==> config.mk <==
export PLATFORM = sky130hd
export DESIGN_NAME = priority_ready_list_unit
export DESIGN_NICKNAME = d
export VERILOG_FILES = /design/src/hdl/prl_pkg.sv /design/src/hdl/prl_front.sv /design/src/hdl/prl_back.sv /design/src/hdl/priority_ready_list_unit.sv
export SDC_FILE = /design/constraint.sdc
export NUM_CORES = 1
export LEC_CHECK = 0
export ABC_AREA = 0
export CAP_MARGIN = 25
export CORE_ASPECT_RATIO = 1.1
export CORE_MARGIN = 5
export CORE_UTILIZATION = 39
export CTS_BUF_LIST = sky130_fd_sc_hd__clkbuf_16
export DETAILED_ROUTE_END_ITERATION = 7
export DONT_BUFFER_PORTS = 1
export GPL_TIMING_DRIVEN = 1
export PLACE_DENSITY = 0.57
export SETUP_SLACK_MARGIN = 0.1
export SLEW_MARGIN = 20
export SYNTH_ARGS = -nofsm -noshare
export SYNTH_HDL_FRONTEND = slang
export SYNTH_HIERARCHICAL = 1
export SYNTH_SLANG_ARGS = --single-unit
==> constraint.sdc <==
create_clock -name clk -period 5.19 [get_ports clk]
set_clock_uncertainty 0.2 [all_clocks]
set_input_delay 0.7785 -clock clk [delete_from_list [all_inputs] [get_ports clk]]
set_output_delay 0.7785 -clock clk [all_outputs]
set_load 0.02 [all_outputs]
==> src/hdl/prl_pkg.sv <==
// ----------------------------------------------------------------------------
// Priority ready list package
// Widths, command and status codes, and the request record.
// ----------------------------------------------------------------------------
`default_nettype none
package prl_pkg;
	localparam int MAX_JOBS_DEF    = 32;
	localparam int PRIO_LEVELS_DEF = 32;
	localparam int CMD_W = 2;
	localparam int ID_W  = 5;
	localparam int PR_W  = 5;
	localparam int ST_W  = 2;

	localparam logic [CMD_W-1:0] CMD_INSERT = 2'd0;
	localparam logic [CMD_W-1:0] CMD_REMOVE = 2'd1;
	localparam logic [CMD_W-1:0] CMD_POP    = 2'd2;
	localparam logic [CMD_W-1:0] CMD_NONE   = 2'd3;

	localparam logic [ST_W-1:0] ST_OK    = 2'd0;
	localparam logic [ST_W-1:0] ST_EMPTY = 2'd1;
	localparam logic [ST_W-1:0] ST_DUP   = 2'd2;
	localparam logic [ST_W-1:0] ST_NOTQ  = 2'd3;

	typedef struct packed {
		logic [CMD_W-1:0] command;
		logic [ID_W-1:0]  job_id;
		logic [PR_W-1:0]  prio;
		logic             in_range;
	} prl_req_t;
endpackage
`default_nettype wire

==> src/hdl/prl_front.sv <==
// ----------------------------------------------------------------------------
// Priority ready list front end
// Accept requests, saturate priority, flag slot range, queue two deep.
// ----------------------------------------------------------------------------
`default_nettype none
module prl_front import prl_pkg::*; #(
	parameter int MAX_JOBS    = MAX_JOBS_DEF,
	parameter int PRIO_LEVELS = PRIO_LEVELS_DEF
) (
	input  wire logic             clk,
	input  wire logic             arst_n,
	input  wire logic             push,
	output logic                  full,
	input  wire logic [CMD_W-1:0] command,
	input  wire logic [ID_W-1:0]  job_id,
	input  wire logic [PR_W-1:0]  priority_req,
	output logic                  req_valid,
	output prl_req_t              req,
	input  wire logic             req_take
);
	prl_req_t   fifo_q [2];
	logic       wr_q, rd_q;
	logic [1:0] cnt_q;
	prl_req_t   in_req;
	logic       do_wr, do_rd;

	always_comb begin
		in_req.command  = command;
		in_req.job_id   = job_id;
		in_req.in_range = (32'(job_id) < MAX_JOBS);
		if (32'(priority_req) >= PRIO_LEVELS) begin
			in_req.prio = PR_W'(PRIO_LEVELS - 1);
		end else begin
			in_req.prio = priority_req;
		end
	end

	assign full      = (cnt_q == 2'd2);
	assign req_valid = (cnt_q != 2'd0);
	assign req       = fifo_q[rd_q];
	assign do_wr     = push && !full;
	assign do_rd     = req_take && req_valid;

	always_ff @(posedge clk) begin
		if (do_wr) begin
			fifo_q[wr_q] <= in_req;
		end
	end

	always_ff @(posedge clk or negedge arst_n) begin
		if (!arst_n) begin
			wr_q  <= 1'b0;
			rd_q  <= 1'b0;
			cnt_q <= 2'd0;
		end else begin
			if (do_wr) wr_q <= !wr_q;
			if (do_rd) rd_q <= !rd_q;
			cnt_q <= cnt_q + 2'(do_wr) - 2'(do_rd);
		end
	end
endmodule
`default_nettype wire

==> src/hdl/prl_back.sv <==
// ----------------------------------------------------------------------------
// Priority ready list back end
// Walk and relink the list in link memories.
// ----------------------------------------------------------------------------
`default_nettype none
module prl_back import prl_pkg::*; #(
	parameter int MAX_JOBS    = MAX_JOBS_DEF
) (
	input  wire logic            clk,
	input  wire logic            arst_n,
	input  wire logic            req_valid,
	input  wire prl_req_t        req,
	output logic                 req_take,
	output logic                 empty,
	input  wire logic            pop,
	output logic [ID_W-1:0]      result_job,
	output logic [ST_W-1:0]      status,
	output logic                 head_valid,
	output logic [ID_W-1:0]      head_job
);
	localparam int IW = (MAX_JOBS > 1) ? $clog2(MAX_JOBS) : 1;
	localparam int LW = $clog2(MAX_JOBS + 1);
	localparam int CW = $clog2(MAX_JOBS + 1);
	localparam logic [LW-1:0] NONE = LW'(MAX_JOBS);

	localparam logic [3:0] S_IDLE  = 4'd0;
	localparam logic [3:0] S_WRD   = 4'd1;
	localparam logic [3:0] S_WCHK  = 4'd2;
	localparam logic [3:0] S_LNK1  = 4'd3;
	localparam logic [3:0] S_LNK2  = 4'd4;
	localparam logic [3:0] S_LNK3  = 4'd5;
	localparam logic [3:0] S_URD   = 4'd6;
	localparam logic [3:0] S_UWAIT = 4'd7;
	localparam logic [3:0] S_ULNK1 = 4'd8;
	localparam logic [3:0] S_ULNK2 = 4'd9;
	localparam logic [3:0] S_DONE  = 4'd10;

	logic [LW-1:0]   next_mem [MAX_JOBS];
	logic [LW-1:0]   prev_mem [MAX_JOBS];
	logic [PR_W-1:0] prio_mem [MAX_JOBS];
	logic [MAX_JOBS-1:0] queued_q;

	logic [3:0]      state_q;
	logic [LW-1:0]   head_q;
	prl_req_t        cur_q;
	logic [IW-1:0]   tgt_q;
	logic [LW-1:0]   ref_q, last_q;
	logic [CW-1:0]   steps_q;
	logic [LW-1:0]   rd_next_q, rd_prev_q;
	logic [PR_W-1:0] rd_prio_q;
	logic [IW-1:0]   rd_addr;
	logic            out_full_q;
	logic [ID_W-1:0] res_q;
	logic [ST_W-1:0] st_q;
	logic            id_queued;

	assign req_take   = (state_q == S_IDLE) && !out_full_q;
	assign empty      = !out_full_q;
	assign result_job = res_q;
	assign status     = st_q;
	assign head_valid = (head_q != NONE);
	assign head_job   = head_valid ? ID_W'(head_q) : '0;
	assign id_queued  = req.in_range && queued_q[IW'(req.job_id)];

	always_comb begin
		rd_addr = tgt_q;
		if (state_q == S_WRD) rd_addr = IW'(ref_q);
	end

	always_ff @(posedge clk) begin
		rd_next_q <= next_mem[rd_addr];
		rd_prev_q <= prev_mem[rd_addr];
		rd_prio_q <= prio_mem[rd_addr];
	end

	always_ff @(posedge clk) begin
		unique case (state_q)
			S_LNK1: begin
				prio_mem[tgt_q] <= cur_q.prio;
				prev_mem[tgt_q] <= last_q;
				next_mem[tgt_q] <= ref_q;
			end
			S_LNK2: if (ref_q != NONE) prev_mem[IW'(ref_q)] <= LW'(tgt_q);
			S_LNK3: if (last_q != NONE) next_mem[IW'(last_q)] <= LW'(tgt_q);
			S_ULNK1: if (rd_next_q != NONE) prev_mem[IW'(rd_next_q)] <= rd_prev_q;
			S_ULNK2: if (rd_prev_q != NONE) next_mem[IW'(rd_prev_q)] <= rd_next_q;
			default: ;
		endcase
	end

	always_ff @(posedge clk or negedge arst_n) begin
		if (!arst_n) begin
			state_q    <= S_IDLE;
			head_q     <= NONE;
			queued_q   <= '0;
			out_full_q <= 1'b0;
			cur_q      <= '0;
			tgt_q      <= '0;
			ref_q      <= NONE;
			last_q     <= NONE;
			steps_q    <= '0;
			res_q      <= '0;
			st_q       <= ST_OK;
		end else begin
			if (pop && out_full_q) out_full_q <= 1'b0;
			unique case (state_q)
				S_IDLE: if (req_valid && !out_full_q) begin
					cur_q <= req;
					unique case (req.command)
						CMD_INSERT: begin
							tgt_q <= IW'(req.job_id);
							res_q <= req.job_id;
							if (!req.in_range) begin
								st_q    <= ST_NOTQ;
								state_q <= S_DONE;
							end else if (id_queued) begin
								st_q    <= ST_DUP;
								state_q <= S_DONE;
							end else begin
								st_q    <= ST_OK;
								ref_q   <= head_q;
								last_q  <= NONE;
								steps_q <= '0;
								state_q <= S_WRD;
							end
						end
						CMD_REMOVE: begin
							tgt_q <= IW'(req.job_id);
							res_q <= req.job_id;
							if (!id_queued) begin
								st_q    <= ST_NOTQ;
								state_q <= S_DONE;
							end else begin
								st_q    <= ST_OK;
								state_q <= S_URD;
							end
						end
						CMD_POP: begin
							if (head_q == NONE) begin
								res_q   <= '0;
								st_q    <= ST_EMPTY;
								state_q <= S_DONE;
							end else begin
								res_q   <= ID_W'(head_q);
								st_q    <= ST_OK;
								tgt_q   <= IW'(head_q);
								state_q <= S_URD;
							end
						end
						default: begin
							res_q   <= '0;
							st_q    <= ST_OK;
							state_q <= S_DONE;
						end
					endcase
				end
				S_WRD: begin
					if (ref_q == NONE || 32'(steps_q) >= MAX_JOBS) begin
						ref_q   <= NONE;
						state_q <= S_LNK1;
					end else begin
						state_q <= S_WCHK;
					end
				end
				S_WCHK: begin
					if (rd_prio_q <= cur_q.prio) begin
						last_q  <= ref_q;
						ref_q   <= rd_next_q;
						steps_q <= steps_q + 1'b1;
						state_q <= S_WRD;
					end else begin
						state_q <= S_LNK1;
					end
				end
				S_LNK1: state_q <= S_LNK2;
				S_LNK2: state_q <= S_LNK3;
				S_LNK3: begin
					if (last_q == NONE) head_q <= LW'(tgt_q);
					queued_q[tgt_q] <= 1'b1;
					state_q <= S_DONE;
				end
				S_URD:   state_q <= S_UWAIT;
				S_UWAIT: state_q <= S_ULNK1;
				S_ULNK1: state_q <= S_ULNK2;
				S_ULNK2: begin
					if (rd_prev_q == NONE) head_q <= rd_next_q;
					queued_q[tgt_q] <= 1'b0;
					state_q <= S_DONE;
				end
				S_DONE: begin
					out_full_q <= 1'b1;
					state_q    <= S_IDLE;
				end
				default: state_q <= S_IDLE;
			endcase
		end
	end
endmodule
`default_nettype wire

==> src/hdl/priority_ready_list_unit.sv <==
// ----------------------------------------------------------------------------
// Priority ready list unit
// Priority-ordered ready queue of job slots with insert, remove and pop.
// ----------------------------------------------------------------------------
//  channel  | handshake          | fields
//  request  | push / full        | command, job_id, priority_req
//  result   | pop / empty        | result_job, status, head_valid, head_job
//
//  Insert walks the list from the head past every job of equal or lower
//  priority (up to MAX_JOBS links) and links the new job in before the first
//  job of larger priority or at the tail; remove and pop unlink one job.
//  Reset empties the list at once; no clearing pass.
//  A two-deep request queue keeps accepting while the back end works, until full.
//  The back end stalls while a result waits to be popped.
`default_nettype none
module priority_ready_list_unit import prl_pkg::*; #(
	parameter int MAX_JOBS    = MAX_JOBS_DEF,
	parameter int PRIO_LEVELS = PRIO_LEVELS_DEF
) (
	input  wire logic             clk,
	input  wire logic             arst_n,
	input  wire logic             push,
	output logic                  full,
	input  wire logic [CMD_W-1:0] command,
	input  wire logic [ID_W-1:0]  job_id,
	input  wire logic [PR_W-1:0]  priority_req,
	output logic                  empty,
	input  wire logic             pop,
	output logic [ID_W-1:0]       result_job,
	output logic [ST_W-1:0]       status,
	output logic                  head_valid,
	output logic [ID_W-1:0]       head_job
);
	logic     req_valid, req_take;
	prl_req_t req;

	prl_front #(.MAX_JOBS(MAX_JOBS), .PRIO_LEVELS(PRIO_LEVELS)) u_front (
		.clk, .arst_n, .push, .full, .command, .job_id, .priority_req,
		.req_valid, .req, .req_take
	);

	prl_back #(.MAX_JOBS(MAX_JOBS)) u_back (
		.clk, .arst_n, .req_valid, .req, .req_take, .empty, .pop,
		.result_job, .status, .head_valid, .head_job
	);
endmodule
`default_nettype wire

==> results.json <==
{
  "io-pin-count": 31,
  "synthArstFlopShare_pct": 12.3,
  "area_delta_synth_final_pct": 11.8,
  "yosysUniqueCellTypes": 73,
  "rsz0062_at_grt": "no",
  "synth_top_area_share_pct": 60.9,
  "placed_area_um2": 29100,
  "yosys_warnings": 6,
  "syn_inst": 2072,
  "cts_tree": "built",
  "clockBufferDepth": 3,
  "grt_use_total_pct": 17.3,
  "finalSetupViolations": 0,
  "dp.cells": 2934,
  "synth-edff-count": 568,
  "grt_pass1_wl_um": 104000,
  "path_cells": "or2_0, a2111oi_4, buf_4, mux2i_1, o21a_1, nand2_1, nor2_1",
  "yosys-top-cells-count": "edfxtp_1 (568), nand2_1 (294), mux2i_1 (207)",
  "syn-num-nets": 2102,
  "critical_path_class": "flop to flop",
  "post-route-period-util_pct": 76.2,
  "post_cts_buffers": 0,
  "drtIter0Drc": 1350,
  "cp.required_ns": 5.22,
  "io_buffers": 0,
  "whs_path_depth": 0,
  "synth_largest_area_cell": "edfxtp_1",
  "clkTransAtPathRegs_ns": 0.06,
  "viasPerCell": 5.53,
  "arrival_ns": 3.99,
  "start_kind": "flop",
  "r2r_cells": 7,
  "cp_max_fo": 20,
  "ctsResizeCount": 0,
  "firstDrtPassIters": 5,
  "synth_seq_cells": 667,
  "rows": 103,
  "cts.sinks": 667,
  "fin_tns_setup_ns": 0,
  "max-cap-violations": 0,
  "hold_buffers": 2,
  "die_h_um": 291,
  "final_antenna_net_count": 0,
  "status": "completed",
  "p_sw_share_pct": 37.8,
  "clk-insertion-delay-late_ns": 0.60,
  "root_buffer": "clkbuf_16",
  "wl_um": 68300,
  "antenna_found_initial": 2,
  "synth_area_leaders": "edfxtp_1 (61%), mux2i_1 (7.4%), dfrtp_1 (7.1%), nand2_1 (3.9%), a22oi_1 (2.2%)",
  "final_nets": 2096,
  "p_sw_mw": 7.30,
  "whs_ns": 0.0612,
  "hold_class": "primary input to flop",
  "comb_power_share_pct": 35.7,
  "die_w_um": 265,
  "seq_power_share_pct": 39.7,
  "worst_slack_ns": 1.24,
  "vdd_drop_max_v": 0.000601,
  "drcViolationCount": 0,
  "initial_core_util_pct": 39.1,
  "place_ws_ns": 1.34,
  "seq_area_frac_synth_pct": 69.5,
  "drive_gt1_share_pct": 10.4,
  "place_congestion": 0.902,
  "slew_headroom_pct": 40.9,
  "min_period_ns": 3.95,
  "wl_per_cell_um": 22.3,
  "die_area_um2": 77200,
  "power_frac_clock_pct": 24.6,
  "p_int_mw": 12.0,
  "p_leak_nw": 11.2,
  "num-fill-cells": 6463,
  "finalInstanceArea_um2": 31300,
  "power_density_nw_per_um2": 616,
  "hold_violations": 0,
  "cp_slowest_cell": "o21a_1",
  "synth_most_common_cell": "edfxtp_1",
  "regArea_um2": 19500,
  "grt-ovfl-total": 0,
  "syn_avg_cell_area_um2": 13.5,
  "coreArea_um2": 71500,
  "worst_slew_pin_slew_ns": 0.883,
  "drv_slew": 0,
  "vias": 17000,
  "synth_top_flop_cell": "edfxtp_1",
  "layout.cells.non_filler": 3066,
  "h-tree-depth": 3,
  "cts_buffers": 70,
  "synth_area_um2": 28000,
  "slowest_delay_ns": 0.62,
  "max_freq_mhz": 253,
  "grt_max_degree": 97,
  "first_global_vias": 17000,
  "multiInputGateArea_um2": 7930,
  "cp-end-kind": "flop",
  "dp_hpwl_um": 43900
}
==> routing by layer <==
layer / global-route usage, % / vias to the layer above / wire length, um
met5: 0 / - / 20
met4: 5.93 / 2 / 2030
met1: 23.2 / 8495 / 29100
met2: 28.7 / 553 / 33100
met3: 2.91 / 113 / 4050
li1: - / 7805 / -
==> cell usage in the layout, fill, tap and decap left out, types with 20 or more instances in the layout <==
cell type,instances
nand3_1,92
nor2_1,118
a31oi_1,39
o21ai_0,27
dfrtp_1,79
nor4_1,20
mux2_2,23
inv_1,36
mux2i_1,205
a32oi_1,33
clkbuf_16,71
buf_4,42
nor3_1,38
edfxtp_1,568
a21oi_1,119
a22oi_1,83
nand2_1,294
==> power groups by stage <==
| stage | registers, mW | logic, mW | clock network (mW) |
|---|---|---|---|
| finish | 7.65 | 6.89 | 4.75 |
| global route | 7.69 | 7.46 | 5.08 |
| CTS | 7.63 | 6.93 | 4.88 |
| detailed placement | 7.74 | 6.90 | 0 |
| global placement | 7.73 | 6.77 | 0 |
| floorplan | 7.51 | 4.70 | 0 |
==> worst max-delay path: cells and delay by family, from the launching register on <==
| family | cells | cell delay [ns] |
|---|---|---|
| mux | 1 | 0.31 |
| buf+inv | 1 | 0.27 |
| flops | 1 | 0.59 |
| compound gates | 2 | 1.00 |
| simple gates | 3 | 1.20 |
==> worst paths after layout <==
check                           slack (ns)                     end               from
max in group asynchronous             3.83        u_back/head_q[5]             arst_n
min in group asynchronous             0.59         u_back/cur_q[4]             arst_n
worst min-delay path                  0.06    u_front/fifo_q[0][0]    priority_req[0]
worst min register to register        0.29            u_front/wr_q       u_front/wr_q
worst max-delay path                  1.24  u_back/prev_mem[27][3]  u_back/state_q[0]
worst max register to register        1.24  u_back/prev_mem[27][3]  u_back/state_q[0]
==> final cells by class <==
cell class	count	area share [%]
diodes	1	0.00800
clock buffers	71	5.68
clock inverters	55	1.30
inverters	21	0.252
multi-input cells	1254	25.3
flip-flops and latches	667	62.2
well taps	945	3.78
repair buffers	52	1.47
==> metrics by stage <==
step           power [mW]  util [%]
6_report             19.3      43.8
3_3_place_gp         14.5      40.5
3_5_place_dp         14.6      40.6
4_1_cts              19.4      43.7
5_1_grt              20.2      43.8
2_1_floorplan        12.2         -
==> sequential cells by signal, indices dropped and copies added, names as in the netlist, 2 cells and up, named ones only <==
register           flops
u_back/prio_mem      160
u_back/cur_q           5
u_back/prev_mem      192
u_back/rd_prio_q       5
u_back/steps_q         6
u_back/ref_q           6
u_back/tgt_q           5
u_back/rd_next_q       6
u_front/fifo_q        24
u_back/status          2
u_back/result_job      5
u_front/cnt_q          2
u_back/rd_prev_q       6
u_back/state_q         4
u_back/next_mem      192
u_back/last_q          6
u_back/head_q          6
==> logic make-up after synthesis <==
logic type	synth area share [%]
flops	69.5
simple gates	10.2
compound gates	8.52
mux	8.41
buf+inv	2.58
fa+ha+maj	0.626
xor+xnor	0.125
other cells	0.0134
No activity file was read; power rests on OpenSTA's default activity.
